===== config.mk =====
export PLATFORM = sky130hd
export DESIGN_NAME = fh3_square
export DESIGN_NICKNAME = d
export VERILOG_FILES = /design/src/rtl/core/fh3_pkg.sv /design/src/rtl/core/fh3_round.sv /design/src/rtl/core/fh3_square.sv
export SDC_FILE = /design/constraint.sdc
export NUM_CORES = 2
export LEC_CHECK = 0
export ABC_AREA = 1
export BUFFER_PORTS_ARGS = -buffer_cell sky130_fd_sc_hd__buf_2
export CAP_MARGIN = 30
export CORE_ASPECT_RATIO = 0.75
export CORE_MARGIN = 3
export CORE_UTILIZATION = 40
export DETAILED_ROUTE_END_ITERATION = 16
export SYNTH_ARGS = -nofsm -noshare
export SYNTH_HDL_FRONTEND = slang
export SYNTH_SLANG_ARGS = --single-unit

===== constraint.sdc =====
create_clock -name clock -period 10.5 [get_ports clock]
set_input_delay 0 -clock clock [delete_from_list [all_inputs] [get_ports clock]]
set_output_delay 0 -clock clock [all_outputs]
set_load 0.005 [all_outputs]

===== src/rtl/core/fh3_pkg.sv =====
package fh3_pkg;

   localparam logic [31:0] FP_INF    = 32'h7F80_0000;
   localparam logic [31:0] QUIET_BIT = 32'h0040_0000;
   localparam logic [7:0]  EXP_MAX   = 8'hFF;

   localparam int SQ_LAT     = 4;
   localparam int ADD_LAT    = 4;
   localparam int SQRT_STEPS = 25;
   localparam int SQRT_LAT   = SQRT_STEPS + 2;
   localparam int CORE_LAT   = SQ_LAT + 2 * ADD_LAT + SQRT_LAT;
   localparam int TOTAL_LAT  = CORE_LAT + 1;

   // Operand handed to the rounding stages: value is t * 2^(eb - 127 - 47),
   // t has its leading one at bit 47 whenever eb is at least 1.
   typedef struct packed {
      logic               valid;
      logic               inf;
      logic signed [9:0]  eb;
      logic [47:0]        t;
   } rnd_op_type;

   typedef struct packed {
      logic [23:0]        sig;
      logic signed [9:0]  exb;
   } norm_type;

   // Subnormals are brought to a leading one at bit 23 with a lowered exponent.
   function automatic norm_type normalise(input logic [7:0] e, input logic [22:0] m);
      norm_type   r;
      logic [4:0] p;
      logic [4:0] lz;
      p = 5'd0;
      for (int i = 0; i < 23; i++) begin
         if (m[i]) p = 5'(i);
      end
      lz = 5'd23 - p;
      if (e == 8'd0) begin
         r.sig = {1'b0, m} << lz;
         r.exb = 10'sd1 - $signed({5'd0, lz});
      end else begin
         r.sig = {1'b1, m};
         r.exb = $signed({2'd0, e});
      end
      return r;
   endfunction

endpackage


===== src/rtl/core/fh3_round.sv =====
module fh3_round (
   input  logic                clock,
   input  logic                reset,
   input  fh3_pkg::rnd_op_type op,
   output logic                out_valid,
   output logic [31:0]         result
);

   logic        valid1_ff;
   logic        ovf_ff, ovf_in;
   logic [7:0]  exp_ff, exp_in;
   logic [23:0] mant_ff, mant_in;
   logic        sticky_ff, sticky_in;
   logic        valid2_ff;
   logic [31:0] result_ff, result_in;

   logic [47:0] d;
   logic [47:0] lost;
   logic [9:0]  sh;
   logic        up;
   logic [30:0] packed_sum;

   // stage 1: overflow check, denormalising shift when the exponent is below range
   always_comb begin
      d      = op.t;
      lost   = '0;
      sh     = 10'd0;
      exp_in = op.eb[7:0];
      ovf_in = op.inf || ($signed(op.eb) > 10'sd254);
      if ($signed(op.eb) < 10'sd1) begin
         sh     = 10'd1 - $unsigned(op.eb);
         exp_in = 8'd0;
         if (sh > 10'd48) begin
            d    = '0;
            lost = op.t;
         end else begin
            d    = op.t >> sh[5:0];
            lost = op.t & ~({48{1'b1}} << sh[5:0]);
         end
      end
      mant_in   = d[46:23];
      sticky_in = (|d[22:0]) || (|lost);
   end

   always_ff @(posedge clock) begin
      if (reset) begin
         valid1_ff <= 1'b0;
         valid2_ff <= 1'b0;
      end else begin
         valid1_ff <= op.valid;
         valid2_ff <= valid1_ff;
      end
   end

   always_ff @(posedge clock) begin
      ovf_ff    <= ovf_in;
      exp_ff    <= exp_in;
      mant_ff   <= mant_in;
      sticky_ff <= sticky_in;
      result_ff <= result_in;
   end

   // stage 2: nearest-even; a carry out of the fraction bumps the exponent
   always_comb begin
      up         = mant_ff[0] & (sticky_ff | mant_ff[1]);
      packed_sum = {exp_ff, mant_ff[23:1]} + 31'(up);
      result_in  = ovf_ff ? fh3_pkg::FP_INF : {1'b0, packed_sum};
   end

   assign out_valid = valid2_ff;
   assign result    = result_ff;

endmodule


===== src/rtl/core/fh3_square.sv =====
module fh3_square (
   input  logic        clock,
   input  logic        reset,
   input  logic        in_valid,
   input  logic [31:0] a,
   output logic        out_valid,
   output logic [31:0] result
);

   fh3_pkg::norm_type nrm;

   logic               valid1_ff;
   logic [23:0]        sig_ff;
   logic signed [9:0]  exb1_ff;
   logic               inf1_ff, inf_in;
   logic               zero1_ff, zero_in;

   logic               valid2_ff;
   logic [47:0]        prod_ff, prod_in;
   logic signed [9:0]  exb2_ff;
   logic               inf2_ff;
   logic               zero2_ff;

   fh3_pkg::rnd_op_type op;

   always_comb begin
      nrm     = fh3_pkg::normalise(a[30:23], a[22:0]);
      inf_in  = (a[30:23] == fh3_pkg::EXP_MAX);
      zero_in = (a[30:0] == 31'd0);
   end

   always_ff @(posedge clock) begin
      if (reset) begin
         valid1_ff <= 1'b0;
         valid2_ff <= 1'b0;
      end else begin
         valid1_ff <= in_valid;
         valid2_ff <= valid1_ff;
      end
   end

   assign prod_in = sig_ff * sig_ff;

   always_ff @(posedge clock) begin
      sig_ff   <= nrm.sig;
      exb1_ff  <= nrm.exb;
      inf1_ff  <= inf_in;
      zero1_ff <= zero_in;
      prod_ff  <= prod_in;
      exb2_ff  <= exb1_ff;
      inf2_ff  <= inf1_ff;
      zero2_ff <= zero1_ff;
   end

   // product of two normalised significands needs at most a one-bit shift
   always_comb begin
      op.valid = valid2_ff;
      op.inf   = inf2_ff;
      if (zero2_ff) begin
         op.t  = '0;
         op.eb = '0;
      end else begin
         op.t  = prod_ff[47] ? prod_ff : {prod_ff[46:0], 1'b0};
         op.eb = (exb2_ff <<< 1) - 10'sd127 + $signed({9'd0, prod_ff[47]});
      end
   end

   fh3_round u_round (
      .clock     (clock),
      .reset     (reset),
      .op        (op),
      .out_valid (out_valid),
      .result    (result)
   );

endmodule


==> flow_metrics.py <==
metrics = {
    "outcome": {
        "run_status": "finished, final reports clean",
    },
    "place": {
        "detailedPlacementHpwl_um": 60200,
        "dpl.cell_count": 4596,
        "port-buffer-count": 65,
        "gpl.final_weighted_congestion": 0.964,
    },
    "timing": {
        "transition_at_the_pin_with_the_smallest_max_transition_slack_ps": 952,
        "hold_viol": 0,
        "final.setup_skew_ps": 14.0,
        "setup_total_negative_slack_ps": 0,
        "setup-violations-final": 0,
        "worst_hold_slack_ps": 107,
        "period_minus_slack_ps": 7560,
        "achievable-frequency_ghz": 0.132,
        "rsz0062_at_grt": "false",
        "max-slew-margin-rel_pct": 36.3,
        "min_period_over_period_pct": 72.0,
        "report.final.slew_viol_count": 0,
    },
    "synthesis": {
        "synthCells": 3765,
        "ys_seq_area_share_pct": 11.9,
        "synth_top_cells_by_count": "inv_1 (928), nand2_1 (842), fa_1 (422)",
        "synth_async_sr_flop_share_pct": 0,
        "synth_enable_flop_cells": 0,
        "synthMostInstantiatedCell": "inv_1",
        "synth.yosys.warnings": 0,
        "mappedNetlistNets": 4410,
        "commonest_register_cell_after_synthesis": "dfxtp_1",
        "synth_area_per_cell_um2": 7.25,
        "synth_top_cell_area_share_pct": 31.0,
        "yosys.cell_types.count": 56,
        "syn_area_mm2": 0.0273,
        "synth_area_leaders": "fa_1 (31%), inv_1 (13%), dfxtp_1 (12%)",
        "synth-seq-cells": 162,
        "synthDominantAreaCellType": "fa_1",
    },
    "grt": {
        "grt_max_degree": 97,
        "gr-total-overflow": 0,
        "grt_antenna_before_repair": 1,
        "grt_pass1_vias": 23100,
        "gr-usage-all-layers_pct": 21.7,
        "grt_first_pass_wirelength_um": 124000,
    },
    "cts": {
        "worst_path_clk_slew_ps": 70,
        "clock-sinks": 162,
        "cts-root-to-sink-buffers": 2,
        "postCtsSetupRepairBufs": 0,
        "ctsRootBufferMaster": "clkbuf_16",
        "htree_levels": 4,
        "worst_skew_pair_latency_ps": 460,
        "tritoncts": "built",
        "cts_bufs_inserted": 17,
    },
    "final_layout": {
        "multi_input_comb_area_mm2": 0.0198,
        "finalNonFillerCells": 4665,
        "seq_area_mm2": 0.00324,
        "filler_cell_count": 6966,
        "area_delta_synth_final_pct": 7.63,
        "drive_above_1_share_pct": 5.02,
        "nNetsFinal": 4414,
    },
    "floorplanning": {
        "die_area_mm2": 0.0714,
        "num_io_pins": 68,
        "fp.coreArea_mm2": 0.0672,
        "die_width_um": 308,
        "start_util_pct": 40.6,
        "floorplan.die.height_um": 232,
        "row_count": 82,
    },
    "worst_setup_path": {
        "crit_top_cell": "inv_1",
        "criticalPathCategory": "reg2reg",
        "crit_required_ps": 10870,
        "critical_path.max_stage_delay_ps": 750,
        "rr_worst_depth": 29,
        "cp_startpoint_kind": "flip-flop",
        "critPathCaptureType": "flip-flop",
        "crit_fanout": 14,
        "timing.critical_path.slowest_stage_cell": "dfxtp_1",
        "worstPathArrival_ps": 7930,
    },
    "routing": {
        "post_dr_vias_cell": 5.03,
        "via_count": 23500,
        "ant_nets": 0,
        "wirelength_um": 75000,
        "drt-pass1-iter-count": 6,
        "drc_errors": 0,
        "first_iteration_detailed_routing_drc_count": 2295,
        "wl_per_cell_um": 16.1,
    },
    "job": {
        "max-cap-violations": 0,
    },
    "hold_path": {
        "holdPathStages": 5,
        "worst_hold_path_type": "in2reg",
    },
}
[final timing paths]
| path | start | to | slack, ps |
|---|---|---|---|
| min reg2reg | exb1_ff[1] | exb2_ff[1] | 330 |
| max reg2reg | sig_ff[11] | prod_ff[45] | 2940 |
| min | a[16] | sig_ff[16] | 110 |
| max | sig_ff[11] | prod_ff[45] | 2940 |
[stage by stage]
step | util [%] | cell area (um^2) | worst slack [ps]
global route | 43.7 | 29400 | 2610
detailed placement | 42.2 | 28400 | 3140
floorplan | - | 27300 | 4030
finish | 43.7 | 29400 | 2940
global placement | 42.2 | 28400 | 3130
CTS | 43.7 | 29400 | 3080
[timing repair]
| action | 4_1_cts | 5_1_grt |
|---|---|---|
| endpoints found under the hold margin | 35 | 0 |
| resized for setup | 0 | 0 |
| hold buffers | 36 | 0 |
| setup endpoints to repair | 0 | 0 |
[layout by cell type, fill, tap and decap left out, drive strengths merged, types with 16 or more instances in the layout]
master / netlist / final
inv: 933 / 941
nand2: 847 / 847
fa: 422 / 422
o21ai: 215 / 215
ha: 188 / 188
nand3: 185 / 185
nor2: 172 / 172
dfxtp: 162 / 162
a21oi: 123 / 123
buf: 50 / 111
o22ai: 99 / 99
xor2: 37 / 37
dlygate4sd3: 0 / 36
o211ai: 34 / 34
nor3: 27 / 27
nand4: 26 / 26
xnor2: 24 / 24
a31oi: 19 / 19
clkbuf: 112 / 17
nor4: 16 / 16
[worst max-delay path: cells and delay by family (launching register included)]
family                     cells  cell delay, ps
DFF                            1             750
buffers and inverters          9             910
xor gates and xnor gates       1             220
and+or+nand+nor                5             560
AOI/OAI and AO/OA              6            1230
adders and majority gates      8            3790
[routing by layer]
metal  part of all wire [%]  wire length (um)  vias to the layer above  global-route usage, %
li1                       -                 -                    11500                      -
met1                     50             37300                    11000                   33.4
met2                     41             30600                      823                   31.8
met3                    7.5              5590                      100                   3.82
met4                    1.8              1380                        0                   3.92
met5                      0                 0                        -                      0
[cell families (layout without fill, tap and decap cells)]
family / after synthesis / count (layout) / synth area share, %
AO/OA/AOI/OAI: 526 / 526 / 11.0
XOR/XNOR: 61 / 61 / 1.96
adder cells (fa/ha/maj): 610 / 610 / 39.6
buffers and inverters: 1099 / 1116 / 15.4
flip-flops: 162 / 162 / 11.9
multiplexers: 13 / 13 / 0.477
other: 1 / 2 / 0.0137
AND/OR/NAND/NOR: 1293 / 1293 / 19.6
[sequential cells by signal, indices dropped and copies added, names as in the netlist, 8 cells and up]
signal / flops
exb2_ff: 9
exb1_ff: 9
u_round.result: 31
prod_ff: 47
sig_ff: 24
u_round.mant_ff: 24
u_round.exp_ff: 8
[cell type report]
type	instances	share of cell area, %
multi-input cells	2504	67.5
inverters	937	12.0
flip-flops and latches	162	11.0
well taps	882	3.76
repair buffers	147	3.51
clock buffers	17	1.45
clock inverters	15	0.699
diodes	1	0.00852
Power is not shown: default switching activity piles up to over one toggle a cycle in this logic, so the estimate is an artifact.
