$ cat config.mk
export PLATFORM = sky130hd
export DESIGN_NAME = fh3_sqrt
export DESIGN_NICKNAME = d
export VERILOG_FILES = /design/src/rtl/core/fh3_pkg.sv /design/src/rtl/core/fh3_sqrt.sv
export SDC_FILE = /design/constraint.sdc
export NUM_CORES = 2
export LEC_CHECK = 0
export ABC_AREA = 1
export BUFFER_PORTS_ARGS = -buffer_cell sky130_fd_sc_hd__clkbuf_2
export CORE_MARGIN = 1
export CORE_UTILIZATION = 25
export CTS_CLUSTER_SIZE = 12
export DETAILED_ROUTE_END_ITERATION = 16
export PLACE_DENSITY = 0.48
export SYNTH_ARGS = -nofsm -noshare
export SYNTH_HDL_FRONTEND = slang
export SYNTH_SLANG_ARGS = --single-unit
$ cat constraint.sdc
create_clock -name clock -period 5.66 [get_ports clock]
set_clock_uncertainty 0.1 [all_clocks]
set_input_delay 0.849 -clock clock [delete_from_list [all_inputs] [get_ports clock]]
set_output_delay 0.849 -clock clock [all_outputs]
set_load 0.01 [all_outputs]
$ cat src/rtl/core/fh3_pkg.sv
package fh3_pkg;

   localparam logic [31:0] FP_INF    = 32'h7F80_0000;
   localparam logic [31:0] QUIET_BIT = 32'h0040_0000;
   localparam logic [7:0]  EXP_MAX   = 8'hFF;

   localparam int SQ_LAT     = 4;
   localparam int ADD_LAT    = 4;
   localparam int SQRT_STEPS = 25;
   localparam int SQRT_LAT   = SQRT_STEPS + 2;
   localparam int CORE_LAT   = SQ_LAT + 2 * ADD_LAT + SQRT_LAT;
   localparam int TOTAL_LAT  = CORE_LAT + 1;

   // Operand handed to the rounding stages: value is t * 2^(eb - 127 - 47),
   // t has its leading one at bit 47 whenever eb is at least 1.
   typedef struct packed {
      logic               valid;
      logic               inf;
      logic signed [9:0]  eb;
      logic [47:0]        t;
   } rnd_op_type;

   typedef struct packed {
      logic [23:0]        sig;
      logic signed [9:0]  exb;
   } norm_type;

   // Subnormals are brought to a leading one at bit 23 with a lowered exponent.
   function automatic norm_type normalise(input logic [7:0] e, input logic [22:0] m);
      norm_type   r;
      logic [4:0] p;
      logic [4:0] lz;
      p = 5'd0;
      for (int i = 0; i < 23; i++) begin
         if (m[i]) p = 5'(i);
      end
      lz = 5'd23 - p;
      if (e == 8'd0) begin
         r.sig = {1'b0, m} << lz;
         r.exb = 10'sd1 - $signed({5'd0, lz});
      end else begin
         r.sig = {1'b1, m};
         r.exb = $signed({2'd0, e});
      end
      return r;
   endfunction

endpackage

$ cat src/rtl/core/fh3_sqrt.sv
// Square root of a non-negative binary32, one root bit per step stage.
module fh3_sqrt (
   input  logic        clock,
   input  logic        reset,
   input  logic        in_valid,
   input  logic [31:0] a,
   output logic        out_valid,
   output logic [31:0] result
);

   localparam int NSTEP = fh3_pkg::SQRT_STEPS;

   fh3_pkg::norm_type nrm;
   logic signed [9:0] ex;
   logic signed [9:0] half;
   logic signed [9:0] eout;
   logic              odd;
   logic [24:0]       m_in;
   logic [7:0]        e_in;
   logic              inf_in, zero_in;

   logic        valid_ff [0:NSTEP];
   logic [24:0] m_ff     [0:NSTEP];
   logic [7:0]  e_ff     [0:NSTEP];
   logic        inf_ff   [0:NSTEP];
   logic        zero_ff  [0:NSTEP];
   logic [25:0] rem_ff   [0:NSTEP];
   logic [24:0] root_ff  [0:NSTEP];

   logic        valid_out_ff;
   logic [31:0] result_ff, result_in;
   logic [24:0] r;
   logic        up;
   logic [30:0] packed_sum;

   // make the exponent even, halve it
   always_comb begin
      nrm     = fh3_pkg::normalise(a[30:23], a[22:0]);
      inf_in  = (a[30:23] == fh3_pkg::EXP_MAX);
      zero_in = (a[30:0] == 31'd0);
      ex      = nrm.exb - 10'sd127;
      odd     = ex[0];
      m_in    = odd ? {nrm.sig, 1'b0} : {1'b0, nrm.sig};
      half    = (ex - $signed({9'd0, odd})) >>> 1;
      eout    = half + 10'sd127;
      e_in    = eout[7:0];
   end

   always_ff @(posedge clock) begin
      if (reset) begin
         valid_ff[0] <= 1'b0;
      end else begin
         valid_ff[0] <= in_valid;
      end
   end

   always_ff @(posedge clock) begin
      m_ff[0]    <= m_in;
      e_ff[0]    <= e_in;
      inf_ff[0]  <= inf_in;
      zero_ff[0] <= zero_in;
      rem_ff[0]  <= '0;
      root_ff[0] <= '0;
   end

   for (genvar i = 0; i < NSTEP; i++) begin : g_step
      logic [49:0] big;
      logic [27:0] rem_n;
      logic [27:0] trial;
      logic [27:0] diff;
      logic        ge;
      logic [25:0] rem_in;
      logic [24:0] root_in;

      // radicand is the significand followed by 25 zero bits
      always_comb begin
         big     = {m_ff[i], 25'd0};
         rem_n   = {rem_ff[i], big[49 - 2 * i -: 2]};
         trial   = {1'b0, root_ff[i], 2'b01};
         diff    = rem_n - trial;
         ge      = (rem_n >= trial);
         rem_in  = ge ? diff[25:0] : rem_n[25:0];
         root_in = {root_ff[i][23:0], ge};
      end

      always_ff @(posedge clock) begin
         if (reset) begin
            valid_ff[i + 1] <= 1'b0;
         end else begin
            valid_ff[i + 1] <= valid_ff[i];
         end
      end

      always_ff @(posedge clock) begin
         m_ff[i + 1]    <= m_ff[i];
         e_ff[i + 1]    <= e_ff[i];
         inf_ff[i + 1]  <= inf_ff[i];
         zero_ff[i + 1] <= zero_ff[i];
         rem_ff[i + 1]  <= rem_in;
         root_ff[i + 1] <= root_in;
      end
   end

   // root carries one bit below the result lsb; the remainder is sticky
   always_comb begin
      r          = root_ff[NSTEP];
      up         = r[0] & ((rem_ff[NSTEP] != 26'd0) | r[1]);
      packed_sum = {e_ff[NSTEP], r[23:1]} + 31'(up);
      if (inf_ff[NSTEP]) begin
         result_in = fh3_pkg::FP_INF;
      end else if (zero_ff[NSTEP]) begin
         result_in = 32'd0;
      end else begin
         result_in = {1'b0, packed_sum};
      end
   end

   always_ff @(posedge clock) begin
      if (reset) begin
         valid_out_ff <= 1'b0;
      end else begin
         valid_out_ff <= valid_ff[NSTEP];
      end
   end

   always_ff @(posedge clock) begin
      result_ff <= result_in;
   end

   assign out_valid = valid_out_ff;
   assign result    = result_ff;

endmodule

==> results.json <==
{
  "synthFlopType": "dfxtp_1",
  "setup_viol": 0,
  "clk_pin_slew_worst_paths_ps": 60,
  "placedInstanceArea_um2": 56700,
  "grt_pass1_wl_um": 178000,
  "syn_to_final_growth_pct": 16.5,
  "avgSynthCellArea_um2": 8.83,
  "max_stage_delay_ps": 590,
  "cts_max_path_buffers": 3,
  "die_y_um": 463,
  "first_global_vias": 36600,
  "min_to": "valid_ff[0]$_SDFF_PP0_",
  "worstHoldPathCells": 3,
  "ant_nets": 0,
  "vdd_drop_max_uv": 309,
  "ys_seq_elements": 1389,
  "grtUsageTotal_pct": 9.93,
  "final_cells": 9082,
  "finalMaxSlewViolations": 0,
  "cts_tree": "built",
  "status": "finished, final reports clean",
  "p_sw_mw": 8.54,
  "critPathKind": "flip-flop to flip-flop",
  "path_max_fanout": 26,
  "synth_area_leader_cell": "dfxtp_1",
  "gp_congestion": 0.822,
  "finalCritPeriodShare_pct": 82.2,
  "antenna_found_initial": 4,
  "hold_path_startpoint": "in_valid",
  "rsz0062_at_grt": "no",
  "netlist_top_cells_area": "dfxtp_1 52%, ha_1 7.9%, nand2_1 6.8%, inv_1 6.1%, a21oi_1 4.0%",
  "grt_start_max_net_pins": 46,
  "top_usage_layer": "met2",
  "crit_chain": "inv_1 > ha_1 > fa_1 > nand3_1 > nand2_1 > a21oi_1 > o21bai_1 > a21oi_1 > inv_1 > a21oi_1 > o21ai_0 > a21oi_1 > o21ai_0 > nand3_1 > nand2_1 > a21oi_1 > nand2_1 > buf_4 > nor2_1 > a21oi_1",
  "portBuffers": 65,
  "cts_root_buffer": "clkbuf_16",
  "drt_iter0_drc": 1672,
  "fin_area_um2": 61800,
  "async_flop_share_pct": 0,
  "grt_use_met2_pct": 17.2,
  "netlist_instances": 6007,
  "rr_endpoint": "rem_ff[1][190]$_DFF_P_",
  "critPathArrivalTime_ps": 5200,
  "p_per_area_nw_per_um2": 461,
  "clkPwrFrac_pct": 34.4,
  "start_util_pct": 25.2,
  "fmax_mhz": 215,
  "vias": 37000,
  "drive_gt1_share_pct": 6.12,
  "cts_buffers": 154,
  "relSlewSlack_pct": 39.9,
  "min_period_ps": 4650,
  "hold_class": "input pin to flip-flop",
  "synth_edf_count": 0,
  "r2r_slack_ps": 1010,
  "synth_most_common_cell": "dfxtp_1",
  "end_kind": "flip-flop",
  "yosysSeqAreaShare_pct": 52.4,
  "dp_cells": 8819,
  "drt-total-wl_um": 107000,
  "yosys-top-cells-count": "1389 x dfxtp_1, 954 x nand2_1, 862 x inv_1",
  "clk_latency_ps": 760,
  "finalHoldViolCount": 0,
  "ctsResizeCount": 0,
  "use_met1_pct": 12.2,
  "layout.nets": 6551,
  "power_leakage_nw": 30.0,
  "tightest_slew_ps": 899,
  "r2r_start": "rem_ff[1][157]$_DFF_P_",
  "first_pass_iters": 7,
  "path_common_cell": "a21oi_1",
  "drc": 0,
  "overflow": 0,
  "syn_area_um2": 53000,
  "synth_top_area_share_pct": 52.4,
  "h-tree-depth": 4,
  "cp_top_family": "compound AO/OA/AOI/OAI gates",
  "diodes": 0,
  "hpwl_um": 81200,
  "pwr-share-comb_pct": 20.3,
  "hold_buffers": 0,
  "wl_per_cell_um": 11.8,
  "intPower_mw": 19.9,
  "critPathSlowestCell": "nand2_1",
  "coreArea_um2": 210000,
  "die_w_um": 463,
  "viasPerCell": 4.07,
  "rows": 168,
  "yosys_warnings": 0,
  "die_area_um2": 214000,
  "yosys.cell_types.count": 69,
  "rr_worst_depth": 20,
  "start_kind": "flip-flop",
  "tns_ps": 0,
  "num_io_pins": 68,
  "post_cts_buffers": 0,
  "critPathBufInv": 3,
  "p_sw_share_pct": 30.0,
  "cts_num_sinks": 1389,
  "seq_power_share_pct": 45.3,
  "worstPathRequired_ps": 6200,
  "drv_cap": 0,
  "grt_util_met3_pct": 1.88
}
==> sequential cells by signal (all words and copies together) (netlist names) <==
| register | cells |
|---|---|
| root_ff | 312 |
| out_valid | 1 |
| m_ff | 169 |
| inf_ff | 26 |
| zero_ff | 26 |
| rem_ff | 590 |
| result | 31 |
| e_ff | 208 |
| valid_ff | 26 |
==> routing by layer <==
metal	wire, µm	vias up
met1	50000	16700
li1	-	19600
met4	3010	0
met5	0	-
met3	3800	217
met2	50000	483
==> worst max-delay path by stage <==
stage                            from                     end  slack, ps  cells after the start
2_1_floorplan                    a[2]      e_ff[0][7]$_DFF_P_       1370                     39
3_3_place_gp   rem_ff[1][157]$_DFF_P_  rem_ff[1][197]$_DFF_P_       1000                     20
3_5_place_dp   rem_ff[1][157]$_DFF_P_  rem_ff[1][188]$_DFF_P_        990                     20
4_1_cts        rem_ff[1][157]$_DFF_P_  rem_ff[1][194]$_DFF_P_        950                     20
5_1_grt        rem_ff[1][157]$_DFF_P_  rem_ff[1][196]$_DFF_P_        560                     20
6_report       rem_ff[1][157]$_DFF_P_  rem_ff[1][190]$_DFF_P_       1010                     20
==> tightest hold or removal path: stages <==
cell and delay, ps:
clkbuf_2 80, inv_1 40, nor2_1 30
==> kinds of logic (layout without fill, tap and decap cells) <==
logic type	count (synthesis)	in the layout	share of synthesized area, %
AND/OR/NAND/NOR	1947	1947	15.6
flip-flops	1389	1389	52.4
buffers and inverters	958	1227	6.85
AO/OA/AOI/OAI	924	924	9.48
XOR/XNOR	439	439	7.25
adder cells (fa/ha/maj)	346	346	8.35
multiplexers	3	3	0.0637
other	1	2	0.00707
==> power by group through the flow <==
stage	Sequential, mW	Combinational (mW)	Clock, mW
floorplan	12.8	4.54	0
global placement	13.1	5.73	0
detailed placement	13.1	5.81	0
CTS	12.9	5.85	10.2
global route	13.1	6.68	10.6
finish	12.9	5.78	9.79
==> through the flow <==
stage | hold slack [ps] | total power, mW | setup slack [ps] | utilization, %
2_1_floorplan | 210 | 17.3 | 1370 | -
3_5_place_dp | 212 | 18.9 | 990 | 27.0
4_1_cts | 92.0 | 29.0 | 954 | 29.4
6_report | 188 | 28.5 | 1010 | 29.4
3_3_place_gp | 211 | 18.8 | 997 | 27.0
5_1_grt | 162 | 30.4 | 555 | 29.4
==> cell type report <==
| type | instances | area (µm²) |
|---|---|---|
| fillers | 22200 | 148000 |
| clock inverters | 50 | 663 |
| well taps | 2805 | 3510 |
| inverters | 873 | 3280 |
| clock buffers | 213 | 4390 |
| multi-input cells | 3661 | 21600 |
| flip-flops and latches | 1389 | 27800 |
| repair buffers | 91 | 520 |
==> placed cells by master, fill, tap and decap left out, types with 26 or more instances in the layout <==
cell,synthesis,final
o21ai_0,331,331
o21bai_1,33,33
nand4_1,57,57
xor2_1,240,240
nand2_1,954,954
dfxtp_1,1389,1389
inv_1,862,862
buf_4,3,26
nor3_1,79,79
ha_1,333,333
xnor2_1,199,199
nor2_1,505,504
nand3_1,247,247
clkbuf_16,0,157
a21oi_1,429,429
nor4_1,37,37
clkbuf_1,60,31
clkbuf_2,0,65
Power figures use the tool's default switching activity.
