File: config.mk
export PLATFORM = sky130hd
export DESIGN_NAME = fh3_add
export DESIGN_NICKNAME = d
export VERILOG_FILES = /design/src/rtl/core/fh3_pkg.sv /design/src/rtl/core/fh3_round.sv /design/src/rtl/core/fh3_add.sv
export SDC_FILE = /design/constraint.sdc
export NUM_CORES = 1
export LEC_CHECK = 0
export ABC_AREA = 1
export BUFFER_PORTS_ARGS = -buffer_cell sky130_fd_sc_hd__buf_4
export CORE_ASPECT_RATIO = 1.25
export CORE_UTILIZATION = 50
export CTS_CLUSTER_SIZE = 14
export DETAILED_ROUTE_END_ITERATION = 10
export GPL_TIMING_DRIVEN = 0
export PLACE_DENSITY = 0.67
export SYNTH_ARGS = -nofsm -noshare
export SYNTH_HDL_FRONTEND = slang
export SYNTH_SLANG_ARGS = --single-unit
export TNS_END_PERCENT = 20
File: constraint.sdc
create_clock -name clock -period 4.9 [get_ports clock]
set_input_delay 0.49 -clock clock [delete_from_list [all_inputs] [get_ports clock]]
set_output_delay 0.49 -clock clock [all_outputs]
set_load 0.02 [all_outputs]
File: src/rtl/core/fh3_pkg.sv
package fh3_pkg;

   localparam logic [31:0] FP_INF    = 32'h7F80_0000;
   localparam logic [31:0] QUIET_BIT = 32'h0040_0000;
   localparam logic [7:0]  EXP_MAX   = 8'hFF;

   localparam int SQ_LAT     = 4;
   localparam int ADD_LAT    = 4;
   localparam int SQRT_STEPS = 25;
   localparam int SQRT_LAT   = SQRT_STEPS + 2;
   localparam int CORE_LAT   = SQ_LAT + 2 * ADD_LAT + SQRT_LAT;
   localparam int TOTAL_LAT  = CORE_LAT + 1;

   // Operand handed to the rounding stages: value is t * 2^(eb - 127 - 47),
   // t has its leading one at bit 47 whenever eb is at least 1.
   typedef struct packed {
      logic               valid;
      logic               inf;
      logic signed [9:0]  eb;
      logic [47:0]        t;
   } rnd_op_type;

   typedef struct packed {
      logic [23:0]        sig;
      logic signed [9:0]  exb;
   } norm_type;

   // Subnormals are brought to a leading one at bit 23 with a lowered exponent.
   function automatic norm_type normalise(input logic [7:0] e, input logic [22:0] m);
      norm_type   r;
      logic [4:0] p;
      logic [4:0] lz;
      p = 5'd0;
      for (int i = 0; i < 23; i++) begin
         if (m[i]) p = 5'(i);
      end
      lz = 5'd23 - p;
      if (e == 8'd0) begin
         r.sig = {1'b0, m} << lz;
         r.exb = 10'sd1 - $signed({5'd0, lz});
      end else begin
         r.sig = {1'b1, m};
         r.exb = $signed({2'd0, e});
      end
      return r;
   endfunction

endpackage

File: src/rtl/core/fh3_round.sv
module fh3_round (
   input  logic                clock,
   input  logic                reset,
   input  fh3_pkg::rnd_op_type op,
   output logic                out_valid,
   output logic [31:0]         result
);

   logic        valid1_ff;
   logic        ovf_ff, ovf_in;
   logic [7:0]  exp_ff, exp_in;
   logic [23:0] mant_ff, mant_in;
   logic        sticky_ff, sticky_in;
   logic        valid2_ff;
   logic [31:0] result_ff, result_in;

   logic [47:0] d;
   logic [47:0] lost;
   logic [9:0]  sh;
   logic        up;
   logic [30:0] packed_sum;

   // stage 1: overflow check, denormalising shift when the exponent is below range
   always_comb begin
      d      = op.t;
      lost   = '0;
      sh     = 10'd0;
      exp_in = op.eb[7:0];
      ovf_in = op.inf || ($signed(op.eb) > 10'sd254);
      if ($signed(op.eb) < 10'sd1) begin
         sh     = 10'd1 - $unsigned(op.eb);
         exp_in = 8'd0;
         if (sh > 10'd48) begin
            d    = '0;
            lost = op.t;
         end else begin
            d    = op.t >> sh[5:0];
            lost = op.t & ~({48{1'b1}} << sh[5:0]);
         end
      end
      mant_in   = d[46:23];
      sticky_in = (|d[22:0]) || (|lost);
   end

   always_ff @(posedge clock) begin
      if (reset) begin
         valid1_ff <= 1'b0;
         valid2_ff <= 1'b0;
      end else begin
         valid1_ff <= op.valid;
         valid2_ff <= valid1_ff;
      end
   end

   always_ff @(posedge clock) begin
      ovf_ff    <= ovf_in;
      exp_ff    <= exp_in;
      mant_ff   <= mant_in;
      sticky_ff <= sticky_in;
      result_ff <= result_in;
   end

   // stage 2: nearest-even; a carry out of the fraction bumps the exponent
   always_comb begin
      up         = mant_ff[0] & (sticky_ff | mant_ff[1]);
      packed_sum = {exp_ff, mant_ff[23:1]} + 31'(up);
      result_in  = ovf_ff ? fh3_pkg::FP_INF : {1'b0, packed_sum};
   end

   assign out_valid = valid2_ff;
   assign result    = result_ff;

endmodule

File: src/rtl/core/fh3_add.sv
// Adds two non-negative binary32 values (or +inf).
module fh3_add (
   input  logic        clock,
   input  logic        reset,
   input  logic        in_valid,
   input  logic [31:0] a,
   input  logic [31:0] b,
   output logic        out_valid,
   output logic [31:0] result
);

   logic [30:0] hi, lo;
   logic [7:0]  ehi, elo;

   logic        valid1_ff;
   logic        inf1_ff, inf_in;
   logic [23:0] siga_ff, siga_in;
   logic [23:0] sigb_ff, sigb_in;
   logic [7:0]  ea_ff, ea_in;
   logic [7:0]  d_ff, d_in;

   logic        valid2_ff;
   logic        inf2_ff;
   logic [47:0] t_ff, t_in;
   logic [9:0]  eb_ff, eb_in;

   logic [26:0] bx;
   logic [26:0] al;
   logic        st;
   logic [27:0] s;

   fh3_pkg::rnd_op_type op;

   // stage 1: order by magnitude, exponent difference
   always_comb begin
      if (a[30:0] >= b[30:0]) begin
         hi = a[30:0];
         lo = b[30:0];
      end else begin
         hi = b[30:0];
         lo = a[30:0];
      end
      inf_in  = (a[30:23] == fh3_pkg::EXP_MAX) || (b[30:23] == fh3_pkg::EXP_MAX);
      ehi     = (hi[30:23] == 8'd0) ? 8'd1 : hi[30:23];
      elo     = (lo[30:23] == 8'd0) ? 8'd1 : lo[30:23];
      siga_in = {hi[30:23] != 8'd0, hi[22:0]};
      sigb_in = {lo[30:23] != 8'd0, lo[22:0]};
      ea_in   = ehi;
      d_in    = ehi - elo;
   end

   // stage 2: align with guard, round and sticky bits, add, place leading one
   always_comb begin
      bx = {sigb_ff, 3'b000};
      if (d_ff >= 8'd27) begin
         al = '0;
         st = |sigb_ff;
      end else begin
         al = bx >> d_ff[4:0];
         st = |(bx & ~({27{1'b1}} << d_ff[4:0]));
      end
      s = {1'b0, siga_ff, 3'b000} + {1'b0, al[26:1], al[0] | st};
      if (s[27]) begin
         t_in  = {s, 20'd0};
         eb_in = {2'd0, ea_ff} + 10'd1;
      end else if (s[26]) begin
         t_in  = {s[26:0], 21'd0};
         eb_in = {2'd0, ea_ff};
      end else begin
         // both subnormal: exact, leave it to the denormalising path
         t_in  = {s[25:0], 22'd0};
         eb_in = 10'd0;
      end
   end

   always_ff @(posedge clock) begin
      if (reset) begin
         valid1_ff <= 1'b0;
         valid2_ff <= 1'b0;
      end else begin
         valid1_ff <= in_valid;
         valid2_ff <= valid1_ff;
      end
   end

   always_ff @(posedge clock) begin
      inf1_ff <= inf_in;
      siga_ff <= siga_in;
      sigb_ff <= sigb_in;
      ea_ff   <= ea_in;
      d_ff    <= d_in;
      inf2_ff <= inf1_ff;
      t_ff    <= t_in;
      eb_ff   <= eb_in;
   end

   always_comb begin
      op.valid = valid2_ff;
      op.inf   = inf2_ff;
      op.eb    = $signed(eb_ff);
      op.t     = t_ff;
   end

   fh3_round u_round (
      .clock     (clock),
      .reset     (reset),
      .op        (op),
      .out_valid (out_valid),
      .result    (result)
   );

endmodule

==> flow_summary.toml, run 1 <==
[run_status]
status = "completed"

[cts]
insertion_delay_ns = 0.44
numCtsBuffers = 17
postCtsHoldBufs = 0
cts_sinks = 172
cts_setup_buffers = 0
cts_resized = 0
tritoncts = "yes"
cts_root_buffer = "clkbuf_16"
clock_path_buffers = 2
cts_max_level = 4
path_clk_slew_ns = 0.07

[yosys]
synth_seq_cells = 172
synth_area_leaders = "dfxtp_1 (28%), nand2_1 (18%), o21ai_0 (8.1%)"
async_reset_ff_share_pct = 0
yosys.area.top_type = "dfxtp_1"
ys_warn_count = 0
synth_ff_type = "dfxtp_1"
ys_seq_area_share_pct = 28.3
syn_inst = 1944
synthesis.nets = 2082
syn_area_um2 = 12200
syn_area_per_cell_um2 = 6.26
synth_top_area_share_pct = 28.3
synth_cell_types = 57
synth-edff-count = 0

[place]
dp_hpwl_mm = 35.2
gp_congestion = 1.06
placed_cells = 2365
place_ws_ns = 0.597
port_buffers = 96

[detailed_routing]
drc_errors = 0
drtIter0Drc = 1105
drtAntennaViolNets = 0
vias = 13500
wl_per_cell_um = 17.9
dr.pass1.iters = 5
wl_mm = 42.9
viasPerCell = 5.62

[sta]
rsz0062_at_grt = "false"
worstMarginPinSlew_ns = 0.712
finalSetupViolCount = 0
period_needed_ns = 4.44
slew_viol_final = 0
final.setup.worst_slack_ns = 0.459
skew_ns = 0.0100
fin_crit_sh_pct = 90.6
hold_viol_final = 0
fin_setup_tns_ns = 0
fmax_mhz = 225
max_slew_margin_pct = 52.2

[global_routing]
top_usage_layer = "met2"
grt-ovfl-total = 0
met2_usage_pct = 65.4
grt_max_degree = 18
grt_pass1_vias = 13000
grt_pass1_wl_mm = 66.5
gr-usage-met3_pct = 4.45
grt_use_met1_pct = 34.8
track_usage_pct = 35.0
antenna_found_initial = 0

[worst_setup_path]
rrSetupSlack_ns = 0.46
cp-end-kind = "flop"
worstPathArrival_ns = 4.77
crit_buf_inv = 5
slowest_delay_ns = 0.58
critical_path.top_delay_family = "compound AO/OA/AOI/OAI gates"
cpMostUsedCell = "nand2_1"
cp_slowest_cell = "a211oi_1"
critPathKind = "flop to flop"
crit_fanout = 10
cp_cell_sequence = "buf_2, inv_1, buf_2, clkbuf_1, nand2_1, nand3_1, o21ai_0, a211oi_1, ha_1, a21oi_1, o21ai_0, nand2_1, nand2_1, nand2_1, nand3_2, a21oi_1, buf_2, nand2_1, o21ai_0, nor2_1"
cp-start-kind = "flop"
cp.required_ns = 5.23

[cells_and_area]
n_antenna_cell = 0
final_nets = 2197
multi_input_comb_area_um2 = 7570
drive_gt1_share_pct = 9.94
fillers = 2426
seq_area_um2 = 3440
final_cells = 2397
syn_to_final_growth_pct = 14.1

[floorplanning]
die_area_um2 = 25000
initial_utilization_pct = 51.1
io_pins = 100
rows = 63
core_area_um2 = 23800
die_h_um = 176
die_w_um = 142

[power_and_ir_drop]
powerDensity_nw_per_um2 = 528
power_leakage_nw = 6.84
irDropWorstVdd_mv = 0.269
power_mw = 7.34

[hold_path]
hold_class = "input port to flop"

[job]
max_cap_violations = 0
per-stage QoR:
| stage | hold slack (ns) | utilization (%) | instance area [um2] |
|---|---|---|---|
| 2_1_floorplan | 0.310 | - | 12200 |
| 3_3_place_gp | 0.311 | 55.9 | 13300 |
| 3_5_place_dp | 0.326 | 55.9 | 13300 |
| 4_1_cts | 0.210 | 58.4 | 13900 |
| 5_1_grt | 0.215 | 58.4 | 13900 |
| 6_report | 0.225 | 58.4 | 13900 |
routing by layer:
metal	vias to the layer above	wire [um]
li1	6640	-
met1	6068	15300
met2	575	21700
met3	188	2260
met4	0	3610
met5	-	0
cells in the final DEF (no fill, tap or decap), drive strengths merged, types with 7 or more instances in the layout:
cell	n
o22ai	7
a21oi	85
a21o	9
inv	205
nor3	38
dfxtp	172
buf	141
nand3	190
a211oi	7
o31ai	8
nor4	7
nand4	37
xor2	14
o21a	7
nand3b	8
nor2	151
nand2	584
o21ai	213
ha	69
xnor2	18
clkbuf	61
cell usage after synthesis (18+ instances only):
master / n
inv_1: 196
clkbuf_1: 42
nand3_1: 184
buf_2: 34
xnor2_1: 18
nor2_1: 144
dfxtp_1: 172
nand4_1: 36
nand2_1: 576
a21oi_1: 83
ha_1: 69
o21ai_0: 197
nor3_1: 35
cells by family after synthesis:
family,Yosys count,synth area share [%]
compound gates,355,16.0
xor+xnor,32,2.30
fa+ha+maj,71,7.42
buf+inv,288,9.57
flops,172,28.3
mux,3,0.247
other cells,1,0.0308
simple gates,1022,36.2
worst paths after layout:
check | startpoint | to | cells after the start
worst max-delay path | d_ff[2]$_DFF_P_ | t_ff[33]$_DFF_P_ | 20
worst min-delay path | reset | u_round.out_valid$_SDFF_PP0_ | 2
worst max register to register | d_ff[2]$_DFF_P_ | t_ff[33]$_DFF_P_ | 20
worst min register to register | inf1_ff$_DFF_P_ | inf2_ff$_DFF_P_ | 0
registers in the layout (all words and copies together) (netlist names), 8 cells and up:
register / count
u_round.exp_ff: 8
eb_ff: 9
sigb_ff: 24
d_ff: 8
u_round.mant_ff: 24
t_ff: 28
u_round.result: 31
ea_ff: 8
siga_ff: 24
cell type report:
| class | count | share of cell area (%) |
|---|---|---|
| plain buffers | 87 | 2.95 |
| clock buffers | 19 | 3.19 |
| clock inverters | 13 | 1.07 |
| inverters | 201 | 5.43 |
| multi-input cells | 1484 | 54.5 |
| flip-flops and latches | 172 | 24.8 |
| well taps | 325 | 2.93 |
| repair buffers | 96 | 5.19 |
worst reg2reg max path, cell delays in order, from the launching register on:
cell and delay [ns]:
dfxtp_1 0.30, buf_2 0.18, inv_1 0.11, buf_2 0.27, clkbuf_1 0.41, nand2_1 0.14
nand3_1 0.10, o21ai_0 0.08, a211oi_1 0.58, ha_1 0.43, a21oi_1 0.30, o21ai_0 0.14
nand2_1 0.08, nand2_1 0.07, nand2_1 0.09, nand3_2 0.12, a21oi_1 0.18, buf_2 0.25
nand2_1 0.24, o21ai_0 0.22, nor2_1 0.08
power breakdown:
part | internal [mW] | switching, mW | total [mW]
Combinational | 1.21 | 2.62 | 3.83
Clock | 0.735 | 0.598 | 1.33
Sequential | 1.82 | 0.354 | 2.17
Total | 3.77 | 3.57 | 7.34
No activity file was read; power rests on OpenSTA's default activity.
==> run 2, diff against run 1 <==
--- a/config.mk
+++ b/config.mk
@@ -5,7 +5,6 @@
 export SDC_FILE = /design/constraint.sdc
 export NUM_CORES = 1
 export LEC_CHECK = 0
-export ABC_AREA = 1
 export BUFFER_PORTS_ARGS = -buffer_cell sky130_fd_sc_hd__buf_4
 export CORE_ASPECT_RATIO = 1.25
 export CORE_UTILIZATION = 50
==> run 2 against run 1 <==
- count of clock-buffer cells in the layout down 2
- synthesized cell count down 30%
- via count shrank 22%
- power is 6.6% lower
- highest routed layer unchanged
- largest power group unchanged
- setup slack worse by 0.27 ns
- combinational power fell by 16%
- final area decreased by 2.6%
- area after synthesis decreased by 5.0%
- clock skew hardly changed
- cell count down 26%
==> flow_summary.toml, run 2 <==
[run_status]
status = "completed"

[sta]
final.setup.worst_slack_ns = 0.190
skew_ns = 0.0101
slew_viol_final = 0
period_needed_ns = 4.71
rsz0062_at_grt = "true"
finalSetupViolCount = 0
fmax_mhz = 212
worstMarginPinSlew_ns = 1.34
fin_crit_sh_pct = 96.1
hold_viol_final = 0
max_slew_margin_pct = 9.87

[worst_setup_path]
worstPathArrival_ns = 5.03
cpMostUsedCell = "buf_6"
cp-end-kind = "flop"
cp-start-kind = "flop"
cp_cell_sequence = "buf_6, buf_6, buf_6, mux4_2, nand2_1, nand2_1, nor2_1, a211oi_1, a31oi_1, nor2_1, ha_2, a21oi_1, and2b_1, a31oi_1, or4_4, a31oi_4, a211oi_4, xor2_4, buf_6, mux2i_1, o21ai_1"
r2r-end = "t_ff[44]$_DFF_P_"
r2r-start = "d_ff[0]$_DFF_P_"
worstRegToRegCells = 21
slowest_delay_ns = 0.56
crit_fanout = 10
cp.required_ns = 5.22
cp_slowest_cell = "mux4_2"
critPathKind = "flop to flop"
rrSetupSlack_ns = 0.19
crit_path_start = "d_ff[0]$_DFF_P_"

[cells_and_area]
n_antenna_cell = 0
syn_to_final_growth_pct = 17.0
fillers = 2052
fin_util_pct = 60.3
final_cell_mix = "dfxtp_1 (172), nand2_1 (141), buf_4 (112), nor2_1 (106), a21oi_1 (81)"
final_common_cell = "dfxtp_1"
largest_reg_flops = 31
final_nets = 1610
drive_gt1_share_pct = 19.6

[yosys]
ys_seq_area_share_pct = 29.8
synth.top_cells.by_count = "dfxtp_1 (172), nand2_1 (141), nor2_1 (108)"
yosysMostFrequentCell = "dfxtp_1"
synth_fa_ha_area_share_pct = 7.70
syn_area_um2 = 11600
yosys.area.top_type = "dfxtp_1"
ys_warn_count = 0
synthesis.nets = 1489
synth.area.mux_share_pct = 17.3
synth-edff-count = 0
synth_area_leaders = "dfxtp_1 (30%), ha_1 (7.4%), mux2i_1 (6.9%)"
syn_inst = 1352
synth_ff_type = "dfxtp_1"
synth_top_area_share_pct = 29.8
synthXorXnorAreaFrac_pct = 4.00
syn_area_per_cell_um2 = 8.56
synth_seq_cells = 172
async_reset_ff_share_pct = 0
synth_compound_area_share_pct = 19.0
synth-simple-area-share_pct = 17.1
synth_top_family_by_area = "compound AO/OA/AOI/OAI gates"
synth_cell_types = 78

[job]
max_cap_violations = 0

[power_and_ir_drop]
power_mw = 6.85
power_leakage_nw = 5.89
powerDensity_nw_per_um2 = 506
irDropWorstVdd_mv = 0.273

[floorplanning]
initial_utilization_pct = 51.6
core_area_um2 = 22400
rows = 61
die_area_um2 = 23800
io_pins = 100
die_h_um = 172
die_w_um = 138

[global_routing]
antenna_found_initial = 0
grt_pass1_wl_mm = 55.0
grt-ovfl-total = 0
grt_max_degree = 23
grt_pass1_vias = 10400
track_usage_pct = 29.8

[detailed_routing]
viasPerCell = 5.96
vias = 10500
drtAntennaViolNets = 0
dr.pass1.iters = 5
wl_per_cell_um = 19.9
wl_mm = 35.2
drc_errors = 0
drtIter0Drc = 540

[cts]
cts_max_level = 4
insertion_delay_ns = 0.45
clock_path_buffers = 2
numCtsBuffers = 17
cts_sinks = 172
path_clk_slew_ns = 0.08
postCtsHoldBufs = 0
tritoncts = "yes"
cts_root_buffer = "clkbuf_16"

[place]
place_ws_ns = -0.754
port_buffers = 96
gp_congestion = 0.976
dp_hpwl_mm = 28.2

[hold_path]
hold_start = "reset"
hold_path_end = "u_round.valid1_ff$_SDFF_PP0_"
hold_class = "input port to flop"
min_path_cells = 2
==> run 2: cell types whose count changed after synthesis, sizes merged, moves of 71 or more <==
cell and change:
nand2 -443, inv -153, nand3 -153, o21ai -126, mux2i +77, mux2 +71
==> run 2: cells by family (layout without fill, tap and decap cells) <==
logic type	Yosys count	count (layout)
compound gates	333	333
xor+xnor	52	52
fa+ha+maj	70	70
buf+inv	133	267
flops	172	172
mux	169	169
other cells	1	1
simple gates	422	422
==> run 2: report_power, final <==
part / total (mW) / leakage [nW] / switching, mW / internal (mW)
sequential: 2.20 / 1.45 / 0.407 / 1.79
combinational: 3.21 / 4.14 / 1.86 / 1.35
clock: 1.44 / 0.309 / 0.725 / 0.718
==> run 2: layer usage <==
layer / global-route usage [%] / up-vias / part of all wire [%]
li1: - / 5176 / -
met1: 28.5 / 4929 / 37
met5: 0 / - / 0
met2: 59.4 / 327 / 54
met4: 19.5 / 0 / 5.6
met3: 3.85 / 111 / 3.3
==> run 2: worst max-delay path by stage <==
stage,cells after the start,endpoint,slack [ns]
2_1_floorplan,19,t_ff[42]$_DFF_P_,0.31
5_1_grt,23,d_ff[7]$_DFF_P_,-0.003
4_1_cts,19,t_ff[42]$_DFF_P_,0.02
6_report,21,t_ff[44]$_DFF_P_,0.19
3_5_place_dp,22,t_ff[41]$_DFF_P_,-0.75
3_3_place_gp,22,t_ff[40]$_DFF_P_,-0.70
==> run 2: repair_timing <==
action,4_1_cts,5_1_grt
setup buffers,1,7
pin swaps,0,8
gates resized for setup,25,32
endpoints found under the setup margin,38,45
==> run 2: area by class of cell <==
class                   instances  area, um2  share of cell area [%]
clock buffers                  17        425                    3.14
repair buffers                104        781                    5.77
plain buffers                  81        467                    3.45
inverters                      50        188                    1.39
multi-input cells            1047       7660                    56.6
flip-flops and latches        172       3440                    25.4
clock inverters                15        220                    1.63
well taps                     283        354                    2.62
==> run 2: through the flow <==
stage	area [um2]	hold slack [ns]	cells	TNS (ns)
after floorplan	11600	0.310	1352	0
after global placement	12600	0.313	1731	-23.99
after detailed placement	12600	0.323	1731	-26.21
after CTS	13400	0.209	1763	0
after global routing	13500	0.218	1769	-0.00461
final	13500	0.216	1769	0
==> run 2: worst max-delay path, delay by kind of cell (launching register included) <==
kind	cells	cell delay [ns]
adder cells (fa/ha/maj)	1	0.33
buffers and inverters	4	0.76
flip-flops	1	0.33
XOR/XNOR	1	0.28
AND/OR/NAND/NOR	6	0.74
AO/OA/AOI/OAI	7	1.38
multiplexers	2	0.77
==> run 3, diff against run 2 <==
--- a/config.mk
+++ b/config.mk
@@ -11,8 +11,9 @@
 export CTS_CLUSTER_SIZE = 14
 export DETAILED_ROUTE_END_ITERATION = 10
 export GPL_TIMING_DRIVEN = 0
-export PLACE_DENSITY = 0.67
+export PLACE_DENSITY = 0.66
 export SYNTH_ARGS = -nofsm -noshare
 export SYNTH_HDL_FRONTEND = slang
+export SYNTH_HIERARCHICAL = 1
 export SYNTH_SLANG_ARGS = --single-unit
 export TNS_END_PERCENT = 20
==> run 3 against run 2 <==
- clock power barely moved
- cell count is 47% higher
- area after synthesis rose by 32%
- clock skew shrank 0.00060 ns
- sequential share of layout area fell by 5.9 points
- power grew 29%
- non-clock buffer count increased by 71
- sequential power up 3%
- synthesized cell count up 45%
- wire length rose by 66%
- critical path depth fell by 3
- largest cell class unchanged
==> flow_summary.toml, run 3 <==
[sta]
period_needed_ns = 4.81
fin_crit_sh_pct = 98.1
skew_ns = 0.00949
worstMarginPinSlew_ns = 1.44
final.setup.worst_slack_ns = 0.0949
fin_setup_tns_ns = 0
max_slew_margin_pct = 3.46
finalSetupViolCount = 0
rsz0062_at_grt = "false"
fmax_mhz = 208
hold_slack_ns = 0.191
slew_viol_final = 0
hold_viol_final = 0

[yosys]
synth_cell_types = 95
syn_area_per_cell_um2 = 7.76
synth.area.mux_share_pct = 14.0
synth-edff-count = 0
synth_top_area_share_pct = 22.6
synth.top_cells.by_count = "nand2_1 (271), dfxtp_1 (172), nor2_1 (136)"
synth_top_family_by_area = "compound AO/OA/AOI/OAI gates"
synth_ff_type = "dfxtp_1"
synth_seq_cells = 172
synth_fa_ha_area_share_pct = 6.23
ys_warn_count = 6
synth-simple-area-share_pct = 21.6
yosysMostFrequentCell = "nand2_1"
yosys.area.top_type = "dfxtp_1"
synth_area_leaders = "dfxtp_1 (23%), nand2_1 (6.7%), mux4_2 (6.4%)"
synth_compound_area_share_pct = 26.1
ys_seq_area_share_pct = 22.6
syn_inst = 1963
async_reset_ff_share_pct = 0
synthXorXnorAreaFrac_pct = 3.11
syn_area_um2 = 15200

[floorplanning]
core_area_um2 = 30000
die_area_um2 = 31200
initial_utilization_pct = 50.7
die_w_um = 158
rows = 71
die_h_um = 197
io_pins = 100

[cts]
path_clk_slew_ns = 0.08
clock_path_buffers = 2
numCtsBuffers = 17
tritoncts = "yes"
insertion_delay_ns = 0.47
cts_sinks = 172
cts_root_buffer = "clkbuf_16"
cts_max_level = 4

[global_routing]
grt_max_degree = 22
track_usage_pct = 37.9
antenna_found_initial = 0
grt_pass1_vias = 16100
grt_pass1_wl_mm = 89.2
grt-ovfl-total = 0

[detailed_routing]
dr.pass1.iters = 5
wl_met2_mm = 29.5
wl_mm = 58.5
met3_length_mm = 3.92
top_layer = "met4"
drc_errors = 0
drtAntennaViolNets = 0
routedLengthMet1_mm = 20.2
wl_per_cell_um = 22.5
drtIter0Drc = 1320
viasPerCell = 6.37
vias = 16600

[worst_setup_path]
cp-end-kind = "flop"
worstPathArrival_ns = 5.17
critPathKind = "flop to flop"
cp-start-kind = "flop"
crit_fanout = 10
cp.required_ns = 5.26

[power_and_ir_drop]
power_leakage_nw = 7.24
cell_internal_pwr_mw = 4.52
irDropWorstVdd_mv = 0.307
p_comb_share_pct = 58.5
switching_share_pct = 48.9
powerDensity_nw_per_um2 = 502
clock_power_share_pct = 15.9
switchingPower_mw = 4.34
seqPwrFrac_pct = 25.6

[place]
port_buffers = 95
place_ws_ns = -1.34
dpl_cell_area_um2 = 16800
gp_congestion = 1.02
dp_hpwl_mm = 46.1

[cells_and_area]
final_common_cell = "nand2_1"
n_antenna_cell = 0
syn_to_final_growth_pct = 15.8
drive_gt1_share_pct = 13.1
final_cell_area_um2 = 17600
fin_util_pct = 58.7
final_cell_mix = "nand2_1 (271), dfxtp_1 (171), nor2_1 (135), buf_4 (110), nand3_1 (108)"
largest_reg_flops = 31
final_nets = 2325

[hold_path]
hold_class = "input port to flop"

[run_status]
status = "completed"

[job]
max_cap_violations = 0
## run 3: cell count changes after synthesis, sizes merged, moves of 49 or more
| cell | delta |
|---|---|
| mux2 | -49 |
| nand3 | +71 |
| nand2 | +131 |
| clkbuf | +62 |
| a31oi | +54 |
| o211ai | +61 |
## run 3: layer usage
metal	vias to the layer above	track usage [%]
met5	-	0
met2	936	68.3
li1	7669	-
met1	7686	38.1
met4	0	30.7
met3	273	6.12
## run 3: logic make-up after synthesis
logic type,Yosys count
simple gates,703
compound gates,584
fa+ha+maj,75
mux,157
xor+xnor,52
other cells,2
buf+inv,218
flops,172
## run 3: stage by stage
step	instances	total power [mW]
after floorplan	2068	5.60
after global placement	2564	7.18
after detailed placement	2564	7.18
after CTS	2597	8.64
after global routing	2599	9.29
final	2599	8.86
## run 3: path summary, 6_finish.rpt
path / to / start / slack, ns / cells past startpoint
setup / recovery: t_ff[22]$_DFF_P_ / d_ff[0]$_DFF_P_ / 0.09 / 18
hold / removal: valid2_ff$_SDFF_PP0_ / reset / 0.19 / 2
setup reg to reg: t_ff[22]$_DFF_P_ / d_ff[0]$_DFF_P_ / 0.09 / 18
hold reg to reg: inf2_ff$_DFF_P_ / inf1_ff$_DFF_P_ / 0.32 / 0
## run 3: power by group through the flow
| stage | logic [mW] | clock network, mW | registers [mW] |
|---|---|---|---|
| 2_1_floorplan | 3.48 | 0 | 2.12 |
| 3_3_place_gp | 4.92 | 0 | 2.26 |
| 3_5_place_dp | 4.91 | 0 | 2.27 |
| 4_1_cts | 4.98 | 1.42 | 2.24 |
| 5_1_grt | 5.51 | 1.48 | 2.30 |
| 6_report | 5.18 | 1.41 | 2.27 |
## run 3: cell type report
| class | instances | area, um2 |
|---|---|---|
| timing repair buffer | 98 | 736 |
| tap | 401 | 502 |
| clock inverter | 15 | 201 |
| fill | 2849 | 12400 |
| clock buffer | 17 | 425 |
| sequential | 172 | 3440 |
| multi-input combinational | 1678 | 11300 |
| buffer | 158 | 808 |
| inverter | 60 | 225 |
## run 3: repair_timing
action / 4_1_cts / 5_1_grt
setup buffers: 1 / 2
endpoints found under the setup margin: 37 / 40
hold buffers: 0 / 0
resized for setup: 28 / 27
pin swaps: 2 / 4
cloned: 0 / 0
## run 3: worst max-delay path, stage by stage, from the launching register on
cell      delay, ns
dfxtp_1        0.33
buf_6          0.11
buf_8          0.15
buf_12         0.16
mux4_2         0.53
mux4_2         0.48
a21oi_1        0.19
nor2_1         0.07
ha_2           0.20
fa_2           0.37
a211o_1        0.35
a211oi_2       0.29
or3_4          0.20
a21oi_1        0.10
o31a_1         0.36
o22a_1         0.18
buf_4          0.17
buf_6          0.16
o31a_1         0.30
